$ cat src/rtl/hrmse_pkg.sv
`timescale 1ns / 1ps
`default_nettype none

package hrmse_pkg;

	// Number of valid readings collected before the estimate is seeded (1..8)
	localparam int SEED_SAMPLES = 3;
	localparam int SEED_CNT_W   = $clog2(SEED_SAMPLES + 1);
	localparam int SEED_IDX_W   = (SEED_SAMPLES > 1) ? $clog2(SEED_SAMPLES) : 1;

	localparam int BPM_W   = 8;
	localparam int ALPHA_W = 9;
	localparam int EST_W   = 16;   // unsigned Q8.8

	// Full gain: 1.0 in Q1.8
	localparam logic [ALPHA_W-1:0] ALPHA_ONE = ALPHA_W'(256);

	// Register reset values
	localparam logic [ALPHA_W-1:0] ALPHA_RST   = ALPHA_W'(64);
	localparam logic [BPM_W-1:0]   BPM_MIN_RST = BPM_W'(10);
	localparam logic [BPM_W-1:0]   BPM_MAX_RST = BPM_W'(255);

	// Configuration register indexes
	localparam int CFG_IDX_W = 2;
	typedef enum logic [CFG_IDX_W-1:0] {
		REG_GAIN_ALPHA = 2'd0,
		REG_BPM_MIN    = 2'd1,
		REG_BPM_MAX    = 2'd2
	} reg_idx_t;

	// Request kinds
	localparam logic KIND_READING = 1'b0;
	localparam logic KIND_RESTART = 1'b1;

	typedef struct packed {
		logic [ALPHA_W-1:0] gain_alpha;
		logic [BPM_W-1:0]   bpm_min;
		logic [BPM_W-1:0]   bpm_max;
	} cfg_t;

	typedef struct packed {
		logic [BPM_W-1:0] rate_out;
		logic             seeded;
	} res_t;

endpackage

`default_nettype wire

$ cat src/rtl/heart_rate_median_seed_ema.sv
`timescale 1ns / 1ps
`default_nettype none

// Channel  Handshake              Payload
// in       in_valid / in_ready    kind, bpm
// out      out_valid / out_ready  rate_out, seeded
// cfg      cfg_valid / cfg_ready  cfg_index, cfg_data
//
// One request per cycle unless a reading waits on a stalled output. A request is
// registered at the input, processed from there by the combinational update (EMA
// multiply-add or median select), and its result lands in the output register.
// A restart request gives no result. The output register frees its slot in the
// cycle it is taken, so a stalled output holds only the one request behind it.
// Reset clears the estimate, seeding and registers to their defaults; cfg_ready
// is always high.

module heart_rate_median_seed_ema import hrmse_pkg::*; (
	input  wire logic                 clk,
	input  wire logic                 arst_n,
	input  wire logic                 in_valid,
	output logic                      in_ready,
	input  wire logic                 kind,
	input  wire logic [BPM_W-1:0]     bpm,
	output logic                      out_valid,
	input  wire logic                 out_ready,
	output logic [BPM_W-1:0]          rate_out,
	output logic                      seeded,
	input  wire logic                 cfg_valid,
	output logic                      cfg_ready,
	input  wire logic [CFG_IDX_W-1:0] cfg_index,
	input  wire logic [ALPHA_W-1:0]   cfg_data
);

	cfg_t             cfg_q;
	logic             valid_s1;
	logic             kind_s1;
	logic [BPM_W-1:0] bpm_s1;
	logic             out_valid_q;
	res_t             out_q;
	res_t             core_res;
	logic             out_free;
	logic             go_s1;

	assign cfg_ready = 1'b1;

	// Configuration registers
	always_ff @(posedge clk or negedge arst_n) begin
		if (!arst_n) begin
			cfg_q.gain_alpha <= ALPHA_RST;
			cfg_q.bpm_min    <= BPM_MIN_RST;
			cfg_q.bpm_max    <= BPM_MAX_RST;
		end else if (cfg_valid && cfg_ready) begin
			unique case (cfg_index)
				REG_GAIN_ALPHA: cfg_q.gain_alpha <= cfg_data;
				REG_BPM_MIN:    cfg_q.bpm_min    <= cfg_data[BPM_W-1:0];
				REG_BPM_MAX:    cfg_q.bpm_max    <= cfg_data[BPM_W-1:0];
				default: ;
			endcase
		end
	end

	// Stage 1 moves on when it is a restart or the output slot is free
	assign out_free = !out_valid_q || out_ready;
	assign go_s1    = valid_s1 && ((kind_s1 == KIND_RESTART) || out_free);
	assign in_ready = !valid_s1 || go_s1;

	// Input register
	always_ff @(posedge clk or negedge arst_n) begin
		if (!arst_n) begin
			valid_s1 <= 1'b0;
		end else if (in_ready) begin
			valid_s1 <= in_valid;
		end
	end

	always_ff @(posedge clk) begin
		if (in_valid && in_ready) begin
			kind_s1 <= kind;
			bpm_s1  <= bpm;
		end
	end

	hrmse_core u_core (
		.clk    (clk),
		.arst_n (arst_n),
		.cfg    (cfg_q),
		.step   (go_s1),
		.kind   (kind_s1),
		.bpm    (bpm_s1),
		.res    (core_res)
	);

	// Result register
	always_ff @(posedge clk or negedge arst_n) begin
		if (!arst_n) begin
			out_valid_q <= 1'b0;
		end else if (go_s1 && (kind_s1 == KIND_READING)) begin
			out_valid_q <= 1'b1;
		end else if (out_ready) begin
			out_valid_q <= 1'b0;
		end
	end

	always_ff @(posedge clk) begin
		if (go_s1 && (kind_s1 == KIND_READING)) begin
			out_q <= core_res;
		end
	end

	assign out_valid = out_valid_q;
	assign rate_out  = out_q.rate_out;
	assign seeded    = out_q.seeded;

endmodule

`default_nettype wire

$ cat src/rtl/hrmse_core.sv
`timescale 1ns / 1ps
`default_nettype none

module hrmse_core import hrmse_pkg::*; (
	input  wire logic             clk,
	input  wire logic             arst_n,
	input  wire cfg_t             cfg,
	input  wire logic             step,
	input  wire logic             kind,
	input  wire logic [BPM_W-1:0] bpm,
	output res_t                  res
);

	localparam int  MED_HI    = SEED_SAMPLES / 2;
	localparam int  MED_LO    = (SEED_SAMPLES / 2 > 0) ? SEED_SAMPLES / 2 - 1 : 0;
	localparam bit  SEED_EVEN = (SEED_SAMPLES % 2) == 0;

	logic [EST_W-1:0]      est_q;
	logic                  seeded_q;
	logic [SEED_CNT_W-1:0] cnt_q;
	logic [BPM_W-1:0]      seed_q [SEED_SAMPLES];

	logic                  in_range;
	logic [SEED_CNT_W-1:0] cnt_inc;
	logic                  seed_now;
	logic [ALPHA_W-1:0]    a_sat;
	logic [ALPHA_W-1:0]    a_inv;
	logic [EST_W+ALPHA_W-1:0] new_term;
	logic [EST_W+ALPHA_W-1:0] old_term;
	logic [EST_W+ALPHA_W:0] ema_sum;
	logic [EST_W-1:0]      ema_est;
	logic [EST_W-1:0]      med_est;
	logic [EST_W-1:0]      res_est;
	logic                  seeded_next;

	// Clamp the Q8.8 estimate to [lo, hi] (lower bound first), round to nearest
	function automatic logic [BPM_W-1:0] clamp_round(
		input logic [EST_W-1:0] est,
		input logic [BPM_W-1:0] lo,
		input logic [BPM_W-1:0] hi
	);
		logic [EST_W-1:0] y;
		logic [EST_W:0]   r;
		begin
			y = est;
			if (est < {lo, 8'h00}) begin
				y = {lo, 8'h00};
			end else if (est > {hi, 8'h00}) begin
				y = {hi, 8'h00};
			end
			r = {1'b0, y} + (EST_W + 1)'(128);
			return r[EST_W-1:8];
		end
	endfunction

	assign in_range = (bpm >= cfg.bpm_min) && (bpm <= cfg.bpm_max);
	assign cnt_inc  = cnt_q + SEED_CNT_W'(1);
	assign seed_now = !seeded_q && (cnt_inc == SEED_CNT_W'(SEED_SAMPLES));

	// EMA update: (a*z*256 + (256-a)*est + 128) >> 8
	always_comb begin
		a_sat    = (cfg.gain_alpha > ALPHA_ONE) ? ALPHA_ONE : cfg.gain_alpha;
		a_inv    = ALPHA_ONE - a_sat;
		new_term = {{EST_W{1'b0}}, a_sat} * {{ALPHA_W{1'b0}}, bpm, 8'h00};
		old_term = {{EST_W{1'b0}}, a_inv} * {{ALPHA_W{1'b0}}, est_q};
		ema_sum  = {1'b0, new_term} + {1'b0, old_term} + (EST_W + ALPHA_W + 1)'(128);
		ema_est  = ema_sum[EST_W+7:8];
	end

	// Median by rank: the newest reading fills the last slot
	always_comb begin
		logic [BPM_W-1:0]      vals [SEED_SAMPLES];
		logic [SEED_CNT_W-1:0] rank [SEED_SAMPLES];
		logic [BPM_W-1:0]      lo_v;
		logic [BPM_W-1:0]      hi_v;
		logic [BPM_W:0]        pair;
		for (int i = 0; i < SEED_SAMPLES; i++) begin
			vals[i] = (i == SEED_SAMPLES - 1) ? bpm : seed_q[i];
		end
		for (int i = 0; i < SEED_SAMPLES; i++) begin
			rank[i] = '0;
			for (int j = 0; j < SEED_SAMPLES; j++) begin
				if ((vals[j] < vals[i]) || ((j < i) && (vals[j] == vals[i]))) begin
					rank[i] = rank[i] + SEED_CNT_W'(1);
				end
			end
		end
		lo_v = '0;
		hi_v = '0;
		for (int i = 0; i < SEED_SAMPLES; i++) begin
			if (rank[i] == SEED_CNT_W'(MED_LO)) begin
				lo_v = vals[i];
			end
			if (rank[i] == SEED_CNT_W'(MED_HI)) begin
				hi_v = vals[i];
			end
		end
		pair = {1'b0, lo_v} + {1'b0, hi_v};
		if (SEED_EVEN) begin
			med_est = {pair, 7'b0};
		end else begin
			med_est = {hi_v, 8'h00};
		end
	end

	// Result for a reading request
	always_comb begin
		res_est     = est_q;
		seeded_next = seeded_q;
		if (in_range) begin
			if (seeded_q) begin
				res_est = ema_est;
			end else if (seed_now) begin
				res_est     = med_est;
				seeded_next = 1'b1;
			end
		end
		res.seeded   = seeded_next;
		res.rate_out = seeded_next ? clamp_round(res_est, cfg.bpm_min, cfg.bpm_max) : '0;
	end

	// Estimate and seeding state
	always_ff @(posedge clk or negedge arst_n) begin
		if (!arst_n) begin
			est_q    <= '0;
			seeded_q <= 1'b0;
			cnt_q    <= '0;
		end else if (step) begin
			if (kind == KIND_RESTART) begin
				est_q    <= '0;
				seeded_q <= 1'b0;
				cnt_q    <= '0;
			end else if (in_range) begin
				if (seeded_q) begin
					est_q <= ema_est;
				end else if (seed_now) begin
					est_q    <= med_est;
					seeded_q <= 1'b1;
					cnt_q    <= '0;
				end else begin
					cnt_q <= cnt_inc;
				end
			end
		end
	end

	// Seed store, written only while collecting
	always_ff @(posedge clk) begin
		if (step && (kind == KIND_READING) && in_range && !seeded_q) begin
			seed_q[cnt_q[SEED_IDX_W-1:0]] <= bpm;
		end
	end

endmodule

`default_nettype wire

$ cat config.mk
export PLATFORM = sky130hd
export DESIGN_NAME = heart_rate_median_seed_ema
export DESIGN_NICKNAME = d
export VERILOG_FILES = /design/src/rtl/hrmse_pkg.sv /design/src/rtl/heart_rate_median_seed_ema.sv /design/src/rtl/hrmse_core.sv
export SDC_FILE = /design/constraint.sdc
export NUM_CORES = 1
export LEC_CHECK = 0
export ABC_CLOCK_PERIOD_IN_PS = 13450
export BUFFER_PORTS_ARGS = -buffer_cell sky130_fd_sc_hd__buf_4
export CORE_UTILIZATION = 30
export DETAILED_ROUTE_END_ITERATION = 16
export PLACE_DENSITY = 0.46
export SLEW_MARGIN = 10
export SYNTH_ARGS = -nofsm -noshare
export SYNTH_HDL_FRONTEND = slang
export SYNTH_SLANG_ARGS = --single-unit
export TNS_END_PERCENT = 100
$ cat constraint.sdc
create_clock -name clk -period 13.45 [get_ports clk]
set_input_delay 4.035 -clock clk [delete_from_list [all_inputs] [get_ports clk]]
set_output_delay 4.035 -clock clk [all_outputs]
set_load 0.03 [all_outputs]
* Yosys cells after proc, flatten, opt, wreduce, memory -nomap -nowiden
Memory sizes are Yosys's and may differ from the RTL's.
Index checks and enable logic that the tools add are counted.
** Storage, ports and cells
- Bits in registers :: 64
- RAM bits :: 24
- Input port bits :: 25
- Memories :: 1
** Memory list
- u_core.seed_q :: words 3, bits a word 8, read ports 2, clocked after Yosys merged registers in 0, wr ports 1, line hrmse_core.sv:21 : logic [BPM_W-1:0] seed_q [SEED_SAMPLES];
** Operators by class
- $add $sub $neg :: 11
- Multipliers :: 2
- Magnitude comparators :: 14
- Equal/unequal tests :: 10
- Multiplexer cells :: 31
- Bitwise logic cells :: 1
- Reduce and logical (&&, ||, !) cells :: 23
** Operators with widths (count)
- two-way mux 16 bit :: 6
- less-than comparator 8 bit :: 9
- adder 24 bit :: 1
- adder 24 x 8 -> 24 bit (second input constant) :: 1
- == test 8 bit :: 3
- multiplier 9 x 16 -> 24 bit :: 1
- two-way mux 8 bit :: 3
- two-way mux 2 bit :: 10
- adder 16 x 8 -> 16 bit (second input constant) :: 1
- greater-than comparator 16 bit :: 1
- less-than comparator 16 bit :: 1
- multiplier 9 x 8 -> 16 bit :: 1
- adder 2 x 1 -> 2 bit (second input constant) :: 7
- two-way mux 1 bit :: 11
- greater-than comparator 9 bit (second input constant) :: 1
- two-way mux 9 bit :: 1
- subtractor 9 bit (first input constant) :: 1
- == test 2 x 1 -> 1 bit (second input constant) :: 4
- >= comparator 8 bit :: 1
- less-or-equal comparator 8 bit :: 1
- logical AND 1 bit :: 7
- logical OR 1 bit :: 6
- AND reduction 2 bit :: 3
- == test 2 bit (second input constant) :: 2
- 6 further kinds :: 9

* Longest topological paths before layout
An unclocked memory read counts as a cell.
- Depth in word-level cells :: 18
- Mapped depth :: 43
- Depth with buffers taken out :: 40

* By module
Synthesis repeated with hierarchy kept, for this count alone.
** Second synthesis, totals
- Cell total of the unflattened synthesis :: 1368
- Area total of the unflattened synthesis :: 12423.2 µm²
** Modules (own cells, without submodules)
- hrmse_core :: times used 1, cells an instance 1283, area an instance 10795.4 µm²
- heart_rate_median_seed_ema :: times used 1, cells an instance 85, area an instance 1627.8 µm²

* Worst setup path after synthesis
No wires, ideal clock.
- Path kind :: register to register
- Start :: register cfg_q[24] (netlist name)
- End :: register out_q, in the netlist rate_out[7] (data pin)
- Setup time :: 0.276 ns
- Data arrival time :: 9.169 ns
- Data required time :: 13.174 ns
- Path slack :: 4.005 ns
- Cell stages (with the launch flop) :: 35
- Path buffers :: 2
- Cell sequence :: dfrtp_1 > buf_6 > nor2b_1 > inv_1 > ha_1 > or3b_2 > mux2i_1 > clkbuf_1 > nor2b_1 > fa_1 > fa_1 > fa_1 > fa_1 > inv_1 > fa_1 > inv_1 > ha_1 > a21o_1 > or4_1 > a211o_1 > a221o_1 > nand3_1 > a21oi_1 > nor4_1 > ha_1 > a21o_1 > a21o_1 > a21oi_1 > o21ai_0 > inv_1 > o211ai_1 > or3_1 > nor4b_4 > a31o_1 > a21oi_1
** Between the ends
- Longest elaborated chain between the ends :: 12
** Ends and longest elaborated chain
- start: declaration :: line heart_rate_median_seed_ema.sv:34 : cfg_t cfg_q;
- greater-than comparator 9 bit :: line hrmse_core.sv:62 : a_sat = (cfg.gain_alpha > ALPHA_ONE) ? ALPHA_ONE : cfg.gain_alpha;
- two-way mux 9 bit * :: line hrmse_core.sv:62
- subtractor 9 bit :: line hrmse_core.sv:63 : a_inv = ALPHA_ONE - a_sat;
- multiplier 9 x 16 -> 24 bit :: line hrmse_core.sv:65 : old_term = {{EST_W{1'b0}}, a_inv} * {{ALPHA_W{1'b0}}, est_q};
- adder 24 bit * :: line hrmse_core.sv:66 : ema_sum = {1'b0, new_term} + {1'b0, old_term} + (EST_W + ALPHA_W + 1)'(128);
- adder 24 x 8 -> 24 bit * :: line hrmse_core.sv:66
- two-way mux 16 bit * (2 in series)
- greater-than comparator 16 bit :: line hrmse_core.sv:48 : end else if (est > {hi, 8'h00}) begin
- two-way mux 16 bit :: line hrmse_core.sv:48
- two-way mux 16 bit * :: line hrmse_core.sv:46 : if (est < {lo, 8'h00}) begin
- adder 16 x 8 -> 16 bit * :: line hrmse_core.sv:51 : r = {1'b0, y} + (EST_W + 1)'(128);
- end signal: assignment :: line heart_rate_median_seed_ema.sv:106 : out_q <= core_res;
- end: declaration :: line heart_rate_median_seed_ema.sv:39 : res_t out_q;
Every way passes the cells marked *; elsewhere a longest branch is shown, timed or not.
A chain may end at the register's enable or synchronous reset.

* Worst setup path after layout
- Start :: register cfg_q[24] (netlist name)
- End :: register out_q, in the netlist rate_out[5] (data pin)
Same word-level chain as after synthesis.

==> flow_summary.toml <==
[worst_hold_path]
hold_path.class = "reg2reg"
min-delay-start = "cfg_q[19]$_DFFE_PN0P_"
worst_hold_path.num_cells = 1
hold_end = "cfg_q[19]$_DFFE_PN0P_"

[worst_setup_path]
cp_num_buf_inv = 4
worstSetupPathType = "reg2reg"
cp_slowest_cell = "o22ai_1"
max_stage_delay_ps = 890
worstPathRequired_ps = 13530
crit_top_cell = "fa_1"
cp-start-kind = "flip-flop"
path_delay_family = "adder cells"
crit_path_max_fanout = 23
worstSetupEndpointType = "flip-flop"
cp.arrival_ps = 11420
reg2reg_setup_slack_ps = 2110
reg2reg_from = "cfg_q[24]$_DFFE_PN0P_"
rr_endpoint = "rate_out[5]$_SDFFCE_PP0P_"
ff2ff_path_depth = 35

[finish]
layout-drive-gt1-share_pct = 10.3
final_cell_count_no_fill = 1842
final_cell_area_mm2 = 0.0134
antenna_cells = 0
nets = 1624
multi_input_area_mm2 = 0.00893
mostFrequentLayoutCells = "inv_1, fa_1, ha_1, and2_1, nand2_1"
fillers = 4269
mostFrequentLayoutCell = "inv_1"
syn_to_final_growth_pct = 10.1
register_area_mm2 = 0.00219

[global_route]
antenna_found_initial = 0
grt_max_degree = 47
grt_pass1_vias = 9443
grt-ovfl-total = 0
grt_usage_pct = 16.7
grt_pass1_wl_um = 53200

[detailed_routing]
drtIter0Drc = 499
vias = 8884
vias_per_cell = 4.82
drtPass1Iterations = 5
wl_per_cell_um = 17.5
ant_nets = 0
drc_errors = 0
detail_route.wirelength_um = 32300

[sta]
report.final.slew_viol_count = 0
fin_crit_ps = 11340
worstMarginPinSlew_ps = 1130
rsz0062_at_grt = "no"
fmax_ghz = 0.0882
tns_ps = 0
fin_skew_ps = 13.3
slew_headroom_pct = 25.0
final_hold_viol_count = 0
setup_violations = 0
fin_crit_sh_pct = 84.3

[cts]
numCtsBuffers = 9
clk_latency_ps = 360
cts_tree = "built"
cts_sinks = 80
clk_path_buf_depth = 2
cts_setup_buffers = 0
postCtsResizedCells = 0
clock-root-buffer = "clkbuf_16"
postCtsHoldBufs = 0
htree_levels = 3
clk_pin_slew_ps = 70

[power]
vdd_drop_max_mv = 0.0827
p_per_area_mw_per_mm2 = 127
power.leakage_nw = 6.61

[placement]
place_congestion = 0.833
hpwl_um = 25900
place_area_mm2 = 0.0131
io_buffers = 35
dp_cells = 1826

[synth]
yosysWarnings = 0
yosys.area.top_type = "fa_1"
synth-compound-area-share_pct = 10.1
netlist_instances = 1289
synth_top_family_by_area = "adder cells"
synthSimpleGateAreaFrac_pct = 17.5
synthDistinctLibCells = 79
synth_area_leaders = "fa_1, ha_1, edfxtp_1"
synth_nets = 1601
synth-xor-area-share_pct = 3.20
synth_fa_ha_area_share_pct = 39.1
syn_avg_cell_area_um2 = 9.42
ys_ff_latch = 80
synth-edff-count = 34
synth_top_area_share_pct = 25.4
synth_flop_cell = "dfrtp_1"
synthMuxAreaShare_pct = 3.53
synth_area_mm2 = 0.0121
async_flop_share_pct = 57.5
yosysSeqAreaShare_pct = 18.0

[die]
initial_core_util_pct = 30.5
die_x_um = 203
dieArea_mm2 = 0.0413
core_mm2 = 0.0398
num_rows = 73
io_pins = 37
die_h_um = 203

[job]
cap_violations = 0

[run_status]
outcome = "completed"
## layout make-up
class                           instances  share of cell area (%)
Multi-Input combinational cell        934                    66.8
Sequential cell                        80                    16.3
Inverter                              228                    6.40
Tap cell                              525                    4.91
Timing Repair Buffer                   59                    3.31
Clock buffer                            9                    1.68
Clock inverter                          7                   0.580
## sequential cells by signal (all words and copies together) (netlist names)
| register | cells |
|---|---|
| rate_out | 8 |
| kind_s1 | 1 |
| bpm_s1 | 8 |
| u_core.est_q | 16 |
| u_core.seed_q | 16 |
| valid_s1 | 1 |
| out_valid | 1 |
| cfg_q | 25 |
| u_core.seeded_q | 1 |
| seeded | 1 |
| u_core.cnt_q | 2 |
## worst register-to-register path, delay by kind of cell (launching register included)
kind | cells | cell delay [ps]
DFF | 1 | 770
and+or+nand+nor | 13 | 3480
xor gates and xnor gates | 2 | 320
AOI/OAI and AO/OA | 8 | 2400
buffers and inverters | 4 | 550
adders and majority gates | 8 | 3540
## layer usage
metal / wire (um) / track usage (%) / vias up
met5: 0 / 0 / -
met4: 271 / 2.09 / 0
met3: 810 / 1.77 / 17
met2: 15300 / 28.0 / 117
met1: 15900 / 23.7 / 4504
li1: - / - / 4246
## where the power goes
group | switching, W | internal [W] | total (W) | leakage (nW)
Combinational | 0.000694 | 0.000427 | 0.00112 | 5.58
Clock | 0.000110 | 0.000146 | 0.000256 | 0.142
Sequential | 0.0000323 | 0.000285 | 0.000317 | 0.888
## worst max-delay path by stage
stage,startpoint,end,slack (ps),cells past startpoint
2_1_floorplan,cfg_q[24]$_DFFE_PN0P_,rate_out[7]$_SDFFCE_PP0P_,4010,34
3_3_place_gp,cfg_q[24]$_DFFE_PN0P_,rate_out[5]$_SDFFCE_PP0P_,2470,35
5_1_grt,cfg_q[24]$_DFFE_PN0P_,rate_out[6]$_SDFFCE_PP0P_,1270,34
3_5_place_dp,cfg_q[24]$_DFFE_PN0P_,rate_out[5]$_SDFFCE_PP0P_,2170,35
4_1_cts,cfg_q[24]$_DFFE_PN0P_,rate_out[5]$_SDFFCE_PP0P_,2110,35
6_report,cfg_q[24]$_DFFE_PN0P_,rate_out[5]$_SDFFCE_PP0P_,2110,35
## per-stage QoR
step / hold WS, ps / util, % / power, W / worst slack (ps)
final: 515 / 33.6 / 0.00169 / 2110
after global routing: 540 / 33.6 / 0.00187 / 1270
after CTS: 516 / 33.6 / 0.00171 / 2110
after detailed placement: 498 / 32.8 / 0.00145 / 2170
after global placement: 500 / 32.8 / 0.00144 / 2470
after floorplan: 443 / - / 0.00112 / 4010
## cells by family (layout without fill, tap and decap cells)
kind of cell,Yosys count,count (layout)
other,1,1
XOR/XNOR,42,42
multiplexers,39,39
flip-flops,80,80
AO/OA/AOI/OAI,174,174
adder cells (fa/ha/maj),287,287
buffers and inverters,275,303
AND/OR/NAND/NOR,391,391
## Yosys cell counts, types with 20 or more instances
| master | number |
|---|---|
| edfxtp_1 | 34 |
| and2_1 | 122 |
| inv_1 | 227 |
| fa_1 | 154 |
| mux2_2 | 28 |
| xor2_1 | 20 |
| clkbuf_1 | 42 |
| nand2_1 | 110 |
| dfrtp_1 | 35 |
| ha_1 | 133 |
| a21oi_1 | 37 |
| xnor2_1 | 20 |
| nor2b_1 | 25 |
| o21ai_0 | 28 |
| nor2_1 | 35 |
No activity file was read; power rests on OpenSTA's default activity.
